===== src/rtl/core/soq_pkg.sv =====
// ----------------------------------------------------------------------------
// soq_pkg
// shared constants and types of the spooling output queue
// ----------------------------------------------------------------------------
`default_nettype none
package soq_pkg;
  localparam int WellDepth = 64;
  localparam int NumDesc   = 8;
  localparam int NumProd   = 2;
  localparam int WAW = $clog2(WellDepth);
  localparam int WCW = $clog2(WellDepth + 1);
  localparam int DAW = (NumDesc > 1) ? $clog2(NumDesc) : 1;
  localparam int DCW = $clog2(NumDesc + 1);
  localparam int MAW = $clog2(NumProd * WellDepth);
  localparam int DESCW = 1 + WAW + WCW;

  localparam logic [1:0] P_READY = 2'd0;
  localparam logic [1:0] P_WAIT_SPACE = 2'd1;
  localparam logic [1:0] P_WAIT_DESC = 2'd2;
  localparam logic [1:0] P_EXITED = 2'd3;
  localparam logic [1:0] S_READY = 2'd0;
  localparam logic [1:0] S_WAIT = 2'd1;
  localparam logic [1:0] S_EXITED = 2'd2;

  localparam logic [2:0] OC_OK = 3'd0;
  localparam logic [2:0] OC_NOT_READY = 3'd1;
  localparam logic [2:0] OC_FULL = 3'd2;
  localparam logic [2:0] OC_NO_DESC = 3'd3;
  localparam logic [2:0] OC_SPOOL_WAIT = 3'd4;
  localparam logic [2:0] OC_SPOOL_EXIT = 3'd5;

  localparam logic ACT_WRITE = 1'b0;
  localparam logic ACT_SPOOL = 1'b1;

  localparam logic [1:0] REG_FILES0 = 2'd0;
  localparam logic [1:0] REG_FILES1 = 2'd1;

  typedef struct packed {
    logic       has_word;
    logic       owner;
    logic [7:0] out_word;
    logic       last;
    logic [2:0] outcome;
    logic [1:0] state_producer0;
    logic [1:0] state_producer1;
    logic [1:0] state_spooler;
    logic [3:0] free_descriptors;
  } res_t;

  typedef struct packed {
    logic       action;
    logic       producer;
    logic [7:0] word;
  } item_t;

  // controller to datapath
  typedef struct packed {
    logic exec;      // run the item's state update, prepare first beat
    logic rd_next;   // issue the next well read of a drain
  } cmd_t;

  // datapath to controller
  typedef struct packed {
    logic drain;     // the item drains words
    logic [WCW-1:0] len;
  } sts_t;
endpackage
`default_nettype wire


===== src/rtl/core/soq_if.sv =====
// ----------------------------------------------------------------------------
// soq_if
// valid/ready channel carrying one payload
// ----------------------------------------------------------------------------
`default_nettype none
interface soq_if #(parameter type T = logic) ();
  logic valid;
  logic ready;
  T     data;
  modport source (output valid, output data, input ready);
  modport sink (input valid, input data, output ready);
endinterface
`default_nettype wire


===== src/rtl/core/soq_ram.sv =====
// ----------------------------------------------------------------------------
// soq_ram
// simple dual port ram (one write port, one read port) with registered read
// ----------------------------------------------------------------------------
`default_nettype none
module soq_ram #(
  parameter int Width = 8,
  parameter int Depth = 16
) (
  input  wire logic                     clk_i,
  input  wire logic                     we_i,
  input  wire logic [$clog2(Depth)-1:0] waddr_i,
  input  wire logic [Width-1:0]         wdata_i,
  input  wire logic [$clog2(Depth)-1:0] raddr_i,
  output logic      [Width-1:0]         rdata_o
);
  logic [Width-1:0] mem [Depth];
  always_ff @(posedge clk_i) begin
    if (we_i) mem[waddr_i] <= wdata_i;
    rdata_o <= mem[raddr_i];
  end
endmodule
`default_nettype wire


===== src/rtl/core/soq_datapath.sv =====
// ----------------------------------------------------------------------------
// soq_datapath
// wells, descriptor ring, producer and spooler state, result forming
// ----------------------------------------------------------------------------
`default_nettype none
module soq_datapath import soq_pkg::*; (
  input  wire logic       clk_i,
  input  wire logic       rst_ni,
  input  wire item_t      item_i,
  input  wire cmd_t       cmd_i,
  output sts_t            sts_o,
  output res_t            res_o,
  input  wire logic       cfg_we_i,
  input  wire logic       cfg_idx_i,
  input  wire logic [7:0] cfg_data_i,
  output logic [7:0]      files0_o,
  output logic [7:0]      files1_o
);
  logic [7:0] files_q [NumProd];
  logic [7:0] left_q [NumProd];
  logic [1:0] pst_q [NumProd];
  logic [WCW-1:0] wfree_q [NumProd];
  logic [WAW-1:0] whead_q [NumProd];
  logic [WAW-1:0] fstart_q [NumProd];
  logic [DAW-1:0] rdp_q, wrp_q;
  logic [DCW-1:0] dfree_q;
  logic [1:0] spst_q;

  // drain cursor
  logic           own_q;
  logic [WAW-1:0] raddr_q;
  logic [WCW-1:0] len_q;
  logic [2:0]     oc_q;
  logic           drain_q;

  logic           p;
  logic           wr_ok, is_zero, desc_ok, close;
  logic [WAW-1:0] head_n;
  logic [WAW-1:0] lenm;
  logic [WCW-1:0] flen;
  logic           well_we;
  logic [MAW-1:0] well_wa, well_ra;
  logic [7:0]     well_rd;
  logic [DESCW-1:0] desc_rd;
  logic           d_own;
  logic [WAW-1:0] d_start;
  logic [WCW-1:0] d_len;
  logic [WCW:0]   nf;

  assign p       = item_i.producer;
  assign wr_ok   = cmd_i.exec && item_i.action == ACT_WRITE && pst_q[p] == P_READY
                   && wfree_q[p] != '0;
  assign is_zero = item_i.word == 8'd0;
  assign desc_ok = dfree_q != '0;
  assign close   = wr_ok && is_zero && desc_ok;
  assign head_n  = whead_q[p] + 1'b1;
  assign lenm    = head_n - fstart_q[p];
  assign flen    = (lenm == '0) ? WCW'(WellDepth) : {1'b0, lenm};
  assign well_we = wr_ok;
  assign well_wa = {p, whead_q[p]};
  assign well_ra = {own_q, raddr_q};

  soq_ram #(.Width(8), .Depth(NumProd * WellDepth)) u_well (
    .clk_i, .we_i(well_we), .waddr_i(well_wa), .wdata_i(item_i.word),
    .raddr_i(well_ra), .rdata_o(well_rd)
  );

  soq_ram #(.Width(DESCW), .Depth(1 << DAW)) u_desc (
    .clk_i, .we_i(close), .waddr_i(wrp_q), .wdata_i({p, fstart_q[p], flen}),
    .raddr_i(rdp_q), .rdata_o(desc_rd)
  );

  // descriptor read is registered, rdp_q is stable while idle
  assign d_own   = desc_rd[DESCW-1];
  assign d_start = desc_rd[DESCW-2 -: WAW];
  assign d_len   = (desc_rd[WCW-1:0] == '0 || desc_rd[WCW-1:0] > WCW'(WellDepth))
                   ? WCW'(WellDepth) : desc_rd[WCW-1:0];
  assign nf      = {1'b0, wfree_q[d_own]} + {1'b0, d_len};

  assign sts_o.drain = drain_q;
  assign sts_o.len   = len_q;
  assign files0_o = files_q[0];
  assign files1_o = files_q[1];

  always_comb begin
    res_o.has_word = drain_q;
    res_o.owner = own_q;
    res_o.out_word = drain_q ? well_rd : 8'd0;
    res_o.last = 1'b1;
    res_o.outcome = oc_q;
    res_o.state_producer0 = pst_q[0];
    res_o.state_producer1 = pst_q[1];
    res_o.state_spooler = spst_q;
    res_o.free_descriptors = 4'(dfree_q);
  end

  always_ff @(posedge clk_i or negedge rst_ni) begin
    if (!rst_ni) begin
      for (int i = 0; i < NumProd; i++) begin
        files_q[i] <= 8'd1;
        left_q[i] <= 8'd1;
        pst_q[i] <= P_READY;
        wfree_q[i] <= WCW'(WellDepth);
        whead_q[i] <= '0;
        fstart_q[i] <= '0;
      end
      rdp_q <= '0;
      wrp_q <= '0;
      dfree_q <= DCW'(NumDesc);
      spst_q <= S_WAIT;
      own_q <= 1'b0;
      raddr_q <= '0;
      len_q <= '0;
      oc_q <= OC_OK;
      drain_q <= 1'b0;
    end else begin
      if (cfg_we_i) begin
        files_q[cfg_idx_i] <= cfg_data_i;
        left_q[cfg_idx_i] <= cfg_data_i;
        pst_q[cfg_idx_i] <= (cfg_data_i == 8'd0) ? P_EXITED : P_READY;
      end
      if (cmd_i.rd_next) raddr_q <= raddr_q + 1'b1;
      if (cmd_i.exec) begin
        drain_q <= 1'b0;
        if (item_i.action == ACT_WRITE) begin
          own_q <= p;
          if (pst_q[p] != P_READY) begin
            oc_q <= OC_NOT_READY;
          end else if (wfree_q[p] == '0) begin
            oc_q <= OC_FULL;
            pst_q[p] <= P_WAIT_SPACE;
          end else begin
            wfree_q[p] <= wfree_q[p] - 1'b1;
            whead_q[p] <= head_n;
            oc_q <= OC_OK;
            if (is_zero && !desc_ok) begin
              oc_q <= OC_NO_DESC;
              pst_q[p] <= P_WAIT_DESC;
            end else if (is_zero) begin
              fstart_q[p] <= head_n;
              dfree_q <= dfree_q - 1'b1;
              wrp_q <= (wrp_q == DAW'(NumDesc - 1)) ? '0 : wrp_q + 1'b1;
              if (spst_q == S_WAIT) spst_q <= S_READY;
              if (left_q[p] <= 8'd1) begin
                left_q[p] <= 8'd0;
                pst_q[p] <= P_EXITED;
              end else begin
                left_q[p] <= left_q[p] - 1'b1;
              end
            end
          end
        end else begin
          own_q <= 1'b0;
          if (spst_q == S_EXITED) begin
            oc_q <= OC_SPOOL_EXIT;
          end else if (dfree_q >= DCW'(NumDesc)) begin
            if (pst_q[0] == P_EXITED && pst_q[1] == P_EXITED) begin
              spst_q <= S_EXITED;
              oc_q <= OC_SPOOL_EXIT;
            end else begin
              spst_q <= S_WAIT;
              oc_q <= OC_SPOOL_WAIT;
            end
          end else begin
            oc_q <= OC_OK;
            drain_q <= 1'b1;
            own_q <= d_own;
            raddr_q <= d_start;
            len_q <= d_len;
            wfree_q[d_own] <= (nf > (WCW+1)'(WellDepth)) ? WCW'(WellDepth)
                              : nf[WCW-1:0];
            rdp_q <= (rdp_q == DAW'(NumDesc - 1)) ? '0 : rdp_q + 1'b1;
            dfree_q <= dfree_q + 1'b1;
            if (pst_q[0] == P_WAIT_DESC) begin
              pst_q[0] <= P_READY;
              if (d_own && pst_q[1] == P_WAIT_SPACE) pst_q[1] <= P_READY;
            end else if (pst_q[1] == P_WAIT_DESC) begin
              pst_q[1] <= P_READY;
              if (!d_own && pst_q[0] == P_WAIT_SPACE) pst_q[0] <= P_READY;
            end else if (pst_q[d_own] == P_WAIT_SPACE) begin
              pst_q[d_own] <= P_READY;
            end
            spst_q <= S_READY;
          end
        end
      end
    end
  end
endmodule
`default_nettype wire


===== src/rtl/core/soq_ctrl.sv =====
// ----------------------------------------------------------------------------
// soq_ctrl
// item sequencer: execute, read, emit beats, output register
// ----------------------------------------------------------------------------
`default_nettype none
module soq_ctrl import soq_pkg::*; (
  input  wire logic clk_i,
  input  wire logic rst_ni,
  input  wire logic in_valid_i,
  output logic      in_ready_o,
  output logic      out_valid_o,
  input  wire logic out_ready_i,
  output logic      out_last_o,
  input  wire sts_t sts_i,
  output cmd_t      cmd_o,
  output logic      capture_o
);
  typedef enum logic [1:0] {ST_IDLE, ST_READ, ST_EMIT} state_e;
  state_e state_q;
  logic [WCW-1:0] cnt_q;
  logic out_valid_q, last_q;
  logic take;

  // a beat enters the output register when it is empty or being taken
  assign take = state_q == ST_EMIT && (!out_valid_q || out_ready_i);
  assign in_ready_o = state_q == ST_IDLE;
  assign cmd_o.exec = in_valid_i && in_ready_o;
  assign cmd_o.rd_next = take;
  assign capture_o = take;
  assign out_valid_o = out_valid_q;
  assign out_last_o = last_q;

  always_ff @(posedge clk_i or negedge rst_ni) begin
    if (!rst_ni) begin
      state_q <= ST_IDLE;
      cnt_q <= '0;
      out_valid_q <= 1'b0;
      last_q <= 1'b0;
    end else begin
      if (out_valid_q && out_ready_i) out_valid_q <= 1'b0;
      case (state_q)
        ST_IDLE: begin
          if (cmd_o.exec) state_q <= ST_READ;
        end
        ST_READ: begin
          // count is loaded on the first read of an item only
          if (cnt_q == '0) cnt_q <= sts_i.drain ? sts_i.len : WCW'(1);
          state_q <= ST_EMIT;
        end
        ST_EMIT: begin
          if (take) begin
            out_valid_q <= 1'b1;
            last_q <= cnt_q == WCW'(1);
            cnt_q <= cnt_q - 1'b1;
            // the next word is read from the well in ST_READ
            state_q <= (cnt_q == WCW'(1)) ? ST_IDLE : ST_READ;
          end
        end
        default: state_q <= ST_IDLE;
      endcase
    end
  end
endmodule
`default_nettype wire


===== src/rtl/core/spool_output_queue_core.sv =====
// ----------------------------------------------------------------------------
// spool_output_queue_core
// two producer wells drained by a spooler through a descriptor ring
// ----------------------------------------------------------------------------
// flow: an item passes the read state, then the emit state, where its beat
//   enters the output register; a drain repeats both per word, as the well
//   read is registered; stalls hold emit; new items are taken only in idle
// reset: asynchronous, active low; all counters, pointers and states cleared,
//   file counts back to 1, no clearing pass
`default_nettype none
module spool_output_queue_core import soq_pkg::*; (
  input  wire logic       clk_i,
  input  wire logic       rst_ni,
  soq_if.sink             in_if,
  soq_if.source           out_if,
  input  wire logic       psel,
  input  wire logic       penable,
  input  wire logic       pwrite,
  input  wire logic [2:0] paddr,
  input  wire logic [31:0] pwdata,
  output logic [31:0]     prdata,
  output logic            pready
);
  cmd_t cmd;
  sts_t sts;
  res_t res, res_q;
  logic capture, last, ovalid, cfg_we;
  logic [7:0] f0, f1;
  item_t item;

  assign item = in_if.data;
  assign pready = 1'b1;
  assign cfg_we = psel && penable && pwrite && pready;

  always_comb begin
    case ({1'b0, paddr[2]})
      REG_FILES0: prdata = {24'd0, f0};
      REG_FILES1: prdata = {24'd0, f1};
      default: prdata = '0;
    endcase
  end

  soq_ctrl u_ctrl (
    .clk_i, .rst_ni, .in_valid_i(in_if.valid), .in_ready_o(in_if.ready),
    .out_valid_o(ovalid), .out_ready_i(out_if.ready), .out_last_o(last),
    .sts_i(sts), .cmd_o(cmd), .capture_o(capture)
  );

  soq_datapath u_dp (
    .clk_i, .rst_ni, .item_i(item), .cmd_i(cmd), .sts_o(sts), .res_o(res),
    .cfg_we_i(cfg_we), .cfg_idx_i(paddr[2]), .cfg_data_i(pwdata[7:0]),
    .files0_o(f0), .files1_o(f1)
  );

  always_ff @(posedge clk_i) begin
    if (capture) res_q <= res;
  end

  assign out_if.valid = ovalid;
  always_comb begin
    out_if.data = res_q;
    out_if.data.last = last;
  end
endmodule
`default_nettype wire


===== src/flat_wrapper.sv =====
// flat-port wrapper written by rule: the top's interface ports become plain ports
module spool_output_queue_core_flat import soq_pkg::*;
  (clk_i, rst_ni, psel, penable, pwrite, paddr, pwdata, prdata, pready, in_if_valid, in_if_data, in_if_ready, out_if_valid, out_if_data, out_if_ready);
  soq_if #(.T(item_t)) in_if_i ();
  soq_if #(.T(res_t)) out_if_i ();
  input  wire logic clk_i;
  input  wire logic rst_ni;
  input  wire logic psel;
  input  wire logic penable;
  input  wire logic pwrite;
  input  wire logic [2:0] paddr;
  input  wire logic [31:0] pwdata;
  output logic [31:0] prdata;
  output logic pready;
  input wire logic [$bits(in_if_i.valid)-1:0] in_if_valid;
  input wire logic [$bits(in_if_i.data)-1:0] in_if_data;
  output wire logic [$bits(in_if_i.ready)-1:0] in_if_ready;
  output wire logic [$bits(out_if_i.valid)-1:0] out_if_valid;
  output wire logic [$bits(out_if_i.data)-1:0] out_if_data;
  input wire logic [$bits(out_if_i.ready)-1:0] out_if_ready;
  assign in_if_i.valid = in_if_valid;
  assign in_if_i.data = in_if_data;
  assign in_if_ready = in_if_i.ready;
  assign out_if_valid = out_if_i.valid;
  assign out_if_data = out_if_i.data;
  assign out_if_i.ready = out_if_ready;
  spool_output_queue_core u_core (.clk_i(clk_i), .rst_ni(rst_ni), .in_if(in_if_i), .out_if(out_if_i), .psel(psel), .penable(penable), .pwrite(pwrite), .paddr(paddr), .pwdata(pwdata), .prdata(prdata), .pready(pready));
endmodule

===== config.mk =====
export PLATFORM = sky130hd
export DESIGN_NAME = spool_output_queue_core_flat
export DESIGN_NICKNAME = d
export VERILOG_FILES = /design/src/rtl/core/soq_pkg.sv /design/src/rtl/core/soq_if.sv /design/src/rtl/core/soq_ram.sv /design/src/rtl/core/soq_datapath.sv /design/src/rtl/core/soq_ctrl.sv /design/src/rtl/core/spool_output_queue_core.sv /design/src/flat_wrapper.sv
export SDC_FILE = /design/constraint.sdc
export NUM_CORES = 1
export LEC_CHECK = 0
export BUFFER_PORTS_ARGS = -buffer_cell sky130_fd_sc_hd__buf_2
export CAP_MARGIN = 20
export CORE_MARGIN = 2
export CORE_UTILIZATION = 32
export CTS_CLUSTER_DIAMETER = 50
export DETAILED_ROUTE_END_ITERATION = 10
export SETUP_SLACK_MARGIN = 0.15
export SLEW_MARGIN = 20
export SYNTH_ARGS = -nofsm -noshare
export SYNTH_HDL_FRONTEND = slang
export SYNTH_SLANG_ARGS = --single-unit

===== constraint.sdc =====
create_clock -name clk_i -period 4.8 [get_ports clk_i]
set_clock_uncertainty 0.2 [all_clocks]
set_input_delay 0.96 -clock clk_i [delete_from_list [all_inputs] [get_ports clk_i]]
set_output_delay 0.96 -clock clk_i [all_outputs]
set_load 0.03 [all_outputs]

==> metrics, run 1 <==
synth unique cells=86; Root Driver=clkbuf_16; status=completed; DIE HEIGHT=409.1 µm; final instance area=60460 µm²; drt wl/cell=23.27 µm; sequential-to-total area share from yosys stat=72.60%; Via density=5.079; CP max FO=26; worst slew pin tran=1080 ps; Max VDD drop=0.4458 mV; Final HPWL DP=77380 µm; Post-synth EDFFs=1159; Buffers on Ports=59; num ports=111; Hold Buf Count CTS=0; core area=163000 µm²; total number of vias=27494; cell leakage power=20.13 nW; Util after Layout=37.10%; number of diodes=0; synthesis-to-layout area growth=15.10%; Top FF cell, synth=edfxtp_1; Critical Path AT=4320 ps; CP Data Required Time=4990 ps; post-synth top area share=66.26%; max-slew violations=0; final hold vios=0; Cell Area, Synth=52520 µm²; overall die width=409.1 µm; H-tree depth=4; DRT iter0 DRCs=3174; Clock Sinks=1296; yosys warns=0; max-cap viol count=0; commonest non-fill, non-tap cell in the layout=edfxtp_1; Clock Path Buffers=3; fin worst setup slack=670.1 ps; critical path class=input pin to flop; Finished Layout Cells=5413; most frequent cells in the layout=edfxtp_1, nand2_1, mux4_2, nor2_1, mux2i_1; RSZ-0062 raised after global routing=no; critical path endpoint category=flop; setup tns final=0 ps; Nets=3201; first-pass GRT wire length=184100 µm; Congestion Overflow GR=0; Tot GR Track Use=14.81%; pwr/cell area=566.5 nW/µm²; fraction of layout cells with a size suffix above 1=21.87%; top area cells in the synthesized netlist=edfxtp_1, mux4_2, dfrtp_1, mux2i_1, nand2_1; fin crit period=4130 ps; largest net degree at the start of global routing=88; die area=167400 µm²; # setup viols final=0; DR pass1 iterations=6; Clk Latency, worst-skew pair=770 ps; vias in the first global route=27229; Max Clock Freq=242.1 MHz; CTS tree=yes; Initial Util=32.23%; post-synthesis async set-or-reset flop share=8.873%; Clock Pin Slew Worst Setup and Hold Paths=60 ps; GP Congestion=0.8081; Placed Area=55640 µm²; # DRC=0; Post-Place Cells=5154; Post-CTS Setup Bufs=0; TritonCTS buffer count=140; Setup Slack @ Placement=-53.22 ps; initial antenna violation count=3; flops & latches, synth=1296; Site Rows=148; Post-Syn Instances=2956; period utilization=86.04%; min-delay worst type=input pin to asynchronous set/reset pin; Synth area leader=edfxtp_1; Max-slew headroom=27.41%; Startpoint Class=input pin; PostCTS Resize Cnt=0; synthesized area per cell=17.77 µm²; WL final=126000 µm; Final ANT Viol Nets=0
==> final cells by class <==
| type | count | area (µm²) |
|---|---|---|
| Clock buffer | 184 | 3812 |
| Clock inverter | 75 | 999.7 |
| Fill cell | 15038 | 102500 |
| Inverter | 30 | 115.1 |
| Multi-Input combinational cell | 1481 | 13390 |
| Sequential cell | 1296 | 38150 |
| Tap cell | 2175 | 2721 |
| Timing Repair Buffer | 172 | 1269 |
==> cells in the mapped netlist, types with 5 or more instances <==
cell,number
edfxtp_1,1159
nand2_1,249
mux4_2,229
nor2_1,199
mux2i_1,161
dfrtp_1,107
o21ai_0,79
a21oi_1,72
clkbuf_1,54
mux2_2,46
buf_4,44
o221ai_1,42
buf_2,33
inv_1,28
nand3_1,27
nor3_1,27
a31oi_1,25
ha_1,25
buf_6,23
dfxtp_1,22
a21o_1,16
nor2b_1,16
xnor2_1,16
o22ai_1,15
and2_1,14
nor4_1,12
xor2_1,12
a32oi_1,11
and3_1,11
buf_1,11
nand4_1,11
a221oi_1,10
nand2b_1,10
nor3b_1,10
a2111oi_0,9
mux4_1,9
dfstp_2,8
or3_1,8
a211oi_1,7
o31ai_1,7
or4_1,6
a21oi_2,5
==> per-layer routing <==
metal | global-route usage (%) | vias to the layer above | share of wire (%)
met5 | 0 | - | 0
met4 | 4.925 | 0 | 2.5
met3 | 3.560 | 171 | 7.7
met2 | 22.94 | 1023 | 47
met1 | 20.46 | 14253 | 43
li1 | - | 12047 | -
==> kinds of logic after synthesis <==
| logic type | share of synthesized area [%] |
|---|---|
| AO/OA/AOI/OAI | 4.305 |
| XOR/XNOR | 0.5407 |
| adder cells (fa/ha/maj) | 0.7099 |
| buffers and inverters | 2.284 |
| flip-flops | 72.60 |
| multiplexers | 14.32 |
| other | 0.01430 |
| AND/OR/NAND/NOR | 5.224 |
==> per-stage QoR <==
step | hold WS (ps) | total power [mW]
global route | 171.1 | 35.64
finish | 116.4 | 34.25
CTS | 74.89 | 34.53
global placement | 214.6 | 23.32
floorplan | 209.6 | 20.17
detailed placement | 223.7 | 23.37
==> sequential cells by signal, summed over array words and instances, names as in the netlist, 2 cells and up <==
signal,flops
u_core.u_dp.u_desc.rdata_o,14
u_core.u_dp.left_q,16
u_core.u_dp.files1_o,8
u_core.u_dp.dfree_q,4
u_core.u_dp.u_well.mem,1024
u_core.u_dp.res_o,4
u_core.u_dp.rdp_q,3
u_core.u_dp.wfree_q,14
u_core.u_dp.files0_o,8
u_core.u_dp.whead_q,12
u_core.u_dp.spst_q,2
u_core.u_dp.oc_q,3
u_core.u_dp.raddr_q,6
u_core.u_dp.fstart_q,12
u_core.u_dp.wrp_q,3
u_core.u_ctrl.state_q,2
u_core.u_dp.u_desc.mem,112
u_core.u_dp.u_well.rdata_o,8
u_core.out_if.data,23
u_core.u_dp.len_q,7
u_core.u_ctrl.cnt_q,7
==> final timing paths <==
kind | from | endpoint | slack, ps | cells past startpoint
max in group asynchronous | rst_ni | u_core.u_dp.dfree_q[3]$_DFFE_PN1P_ | 3460 | 2
max | in_if_data[8] | u_core.u_dp.u_well.mem[28][7]$_DFFE_PP_ | 670 | 9
min in group clk_i | u_core.u_dp.u_desc.rdata_o[9]$_DFF_P_ | u_core.u_dp.raddr_q[2]$_DFF_PN0_ | 230 | 2
min | rst_ni | u_core.u_dp.files0_o[2]$_DFFE_PN0P_ | 120 | 1
min reg2reg | u_core.u_dp.u_desc.rdata_o[9]$_DFF_P_ | u_core.u_dp.raddr_q[2]$_DFF_PN0_ | 230 | 2
max reg2reg | u_core.u_ctrl.state_q[1]$_DFFE_PN0P_ | u_core.u_dp.u_well.mem[28][7]$_DFFE_PP_ | 810 | 6
==> worst max-delay path, stage by stage <==
cell	delay [ps]
buf_4	200
buf_4	320
mux2i_1	120
ha_1	280
o221ai_2	180
o211ai_4	200
nor2_2	790
nand2_1	450
nor2_1	780
==> report_power, final <==
part	switching (mW)	internal, mW	total (mW)
Sequential	0.635	12.9	13.6
Clock	4.62	6.52	11.1
Combinational	5.70	3.85	9.55
Note: power is estimated with default switching activity, not from simulation.
==> run 2, diff against run 1 <==
Settings changed: MAX_ROUTING_LAYER from default to met4, SYNTH_HIERARCHICAL from default to 1.
==> run 2 against run 1 <==
Effect of this change: critical path depth increased by 4; cell area increased by 0.67%; combinational power decreased by 3.8%; critical path type unchanged; critical endpoint is now u_core/u_dp/u_desc/mem[3][6]$_DFFE_PP_.
==> metrics, run 2 <==
status=completed (unchanged); commonest non-fill, non-tap cell in the layout=edfxtp_1 (unchanged); fin crit period=3659 ps (was 4130 ps); final instance area=60860 µm² (was 60460 µm²); Largest Register=u_core/u_dp/u_well/mem (was u_core.u_dp.u_well.mem); final hold vios=0 (unchanged); period utilization=76.23% (was 86.04%); Critical Path AT=3970 ps (was 4320 ps); Startpoint Class=input pin (unchanged); H-tree depth=4 (unchanged); initial antenna violation count=8 (was 3); Clk Latency, worst-skew pair=770 ps (about the same); Post-Place Cells=4947 (was 5154); max-slew violations=0 (unchanged); CP max FO=15 (was 26); Initial Util=32.18% (was 32.23%); CP Data Required Time=5110 ps (was 4990 ps); WL final=118000 µm (was 126000 µm); Final HPWL DP=73100 µm (was 77380 µm); Site Rows=148 (unchanged); DIE HEIGHT=408.3 µm (was 409.1 µm); Post-CTS Setup Bufs=0 (unchanged); Max Clock Freq=273.3 MHz (was 242.1 MHz); DRT iter0 DRCs=2619 (was 3174); max reg flops=1024 (unchanged); yosys warns=6 (was 0); RSZ-0062 raised after global routing=no (unchanged); worst slew pin tran=1232 ps (was 1080 ps); # DRC=0 (unchanged); synthesized area per cell=19.84 µm² (was 17.77 µm²); pwr/cell area=544.8 nW/µm² (was 566.5 nW/µm²); cell leakage power=20.25 nW (was 20.13 nW); TritonCTS buffer count=139 (was 140); Buffers on Ports=59 (unchanged); Hold Buf Count CTS=1 (was 0); overall die width=408.3 µm (was 409.1 µm); Congestion Overflow GR=0 (unchanged); num ports=111 (unchanged); drt wl/cell=22.68 µm (was 23.27 µm); Root Driver=clkbuf_16 (unchanged); die area=166700 µm² (was 167400 µm²); hold_ws=253.6 ps (was 116.4 ps); Max-slew headroom=17.83% (was 27.41%); Nets=2994 (was 3201); # setup viols final=0 (unchanged); Finished Layout Cells=5202 (was 5413); GP Congestion=0.8078 (was 0.8081); critical path endpoint category=flop (unchanged); max-cap viol count=0 (unchanged); Clock Path Buffers=3 (unchanged); Placed Area=56440 µm² (was 55640 µm²); most frequent cells in the layout=edfxtp_1, mux4_2, buf_4, nor2_1, clkbuf_16 (was edfxtp_1, nand2_1, mux4_2, nor2_1, mux2i_1); Via density=4.980 (was 5.079); Clock Pin Slew Worst Setup and Hold Paths=60 ps (about the same); Max VDD drop=0.3518 mV (was 0.4458 mV); largest net degree at the start of global routing=105 (was 88); CTS tree=yes (unchanged); synthesis-to-layout area growth=16.33% (was 15.10%); DR pass1 iterations=5 (was 6); Tot GR Track Use=14.53% (was 14.81%); vias in the first global route=26157 (was 27229); critical path class=input pin to flop (unchanged); Cell Area, Synth=52320 µm² (was 52520 µm²); min-delay worst type=flop to flop (was input pin to asynchronous set/reset pin); PostCTS Resize Cnt=0 (unchanged); Final ANT Viol Nets=0 (unchanged); core area=162600 µm² (was 163000 µm²); total number of vias=25906 (was 27494); Clock Sinks=1296 (unchanged); Util after Layout=37.43% (was 37.10%); first-pass GRT wire length=175600 µm (was 184100 µm); fraction of layout cells with a size suffix above 1=29.74% (was 21.87%); Post-Syn Instances=2637 (was 2956); setup tns final=0 ps (unchanged)
-- run 2: layout make-up --
class                      count  area, µm²
inverter                      30      112.6
tap                         2175       2721
fill                       14814     101700
timing repair buffer         270       2112
clock inverter                86      798.3
multi-input combinational   1177      13360
clock buffer                 167       3603
sequential                  1296      38150
antenna                        1      2.502
-- run 2: worst max-delay path, cell delays in order --
cell and delay, ps:
buf_2 110, buf_4 220, mux2_1 370, ha_1 250, xor2_2 300, inv_1 80
ha_1 320, o21ai_1 90, nand2b_1 100, a21o_1 190, a21oi_1 150, xnor3_2 380
nor4b_4 410
-- run 2: routing by layer --
metal  vias up  GRT usage, %  share of wire (%)
met1     13638         20.15                 44
met5         -             -                  0
met2       818         21.87                 47
li1      11258             -                  -
met4         0         4.091                2.2
met3       192         2.747                6.6
-- run 2: power breakdown --
| group | switching (mW) | internal (mW) | total, mW |
|---|---|---|---|
| combinational | 4.73 | 4.45 | 9.19 |
| sequential | 0.763 | 12.9 | 13.7 |
| clock | 4.53 | 5.73 | 10.3 |
-- run 2: stage by stage --
stage / setup slack [ps] / power [mW]
6_report: 1141 / 33.16
5_1_grt: 942.0 / 34.52
4_1_cts: 1142 / 33.59
3_5_place_dp: 368.4 / 23.24
3_3_place_gp: 424.7 / 23.21
2_1_floorplan: 166.7 / 20.22
-- run 2: path summary, 6_finish.rpt --
path,start,endpoint,slack (ps),depth (start not counted)
worst max-delay path,in_if_data[8],u_core/u_dp/u_desc/mem[3][6]$_DFFE_PP_,1140,13
worst min-delay path,u_core/u_dp/oc_q[2]$_DFFE_PN0P_,u_core/out_if.data[12]$_DFFE_PP_,250,0
worst max register to register,u_core/u_dp/raddr_q[0]$_DFF_PN0_,u_core/u_dp/u_well/rdata_o[3]$_DFF_P_,1180,5
worst min register to register,u_core/u_dp/oc_q[2]$_DFFE_PN0P_,u_core/out_if.data[12]$_DFFE_PP_,250,0
max in group asynchronous,rst_ni,u_core/u_dp/left_q[13]$_DFF_PN0_,2920,3
min in group asynchronous,rst_ni,u_core/u_ctrl/out_valid_o$_DFF_PN0_,580,2
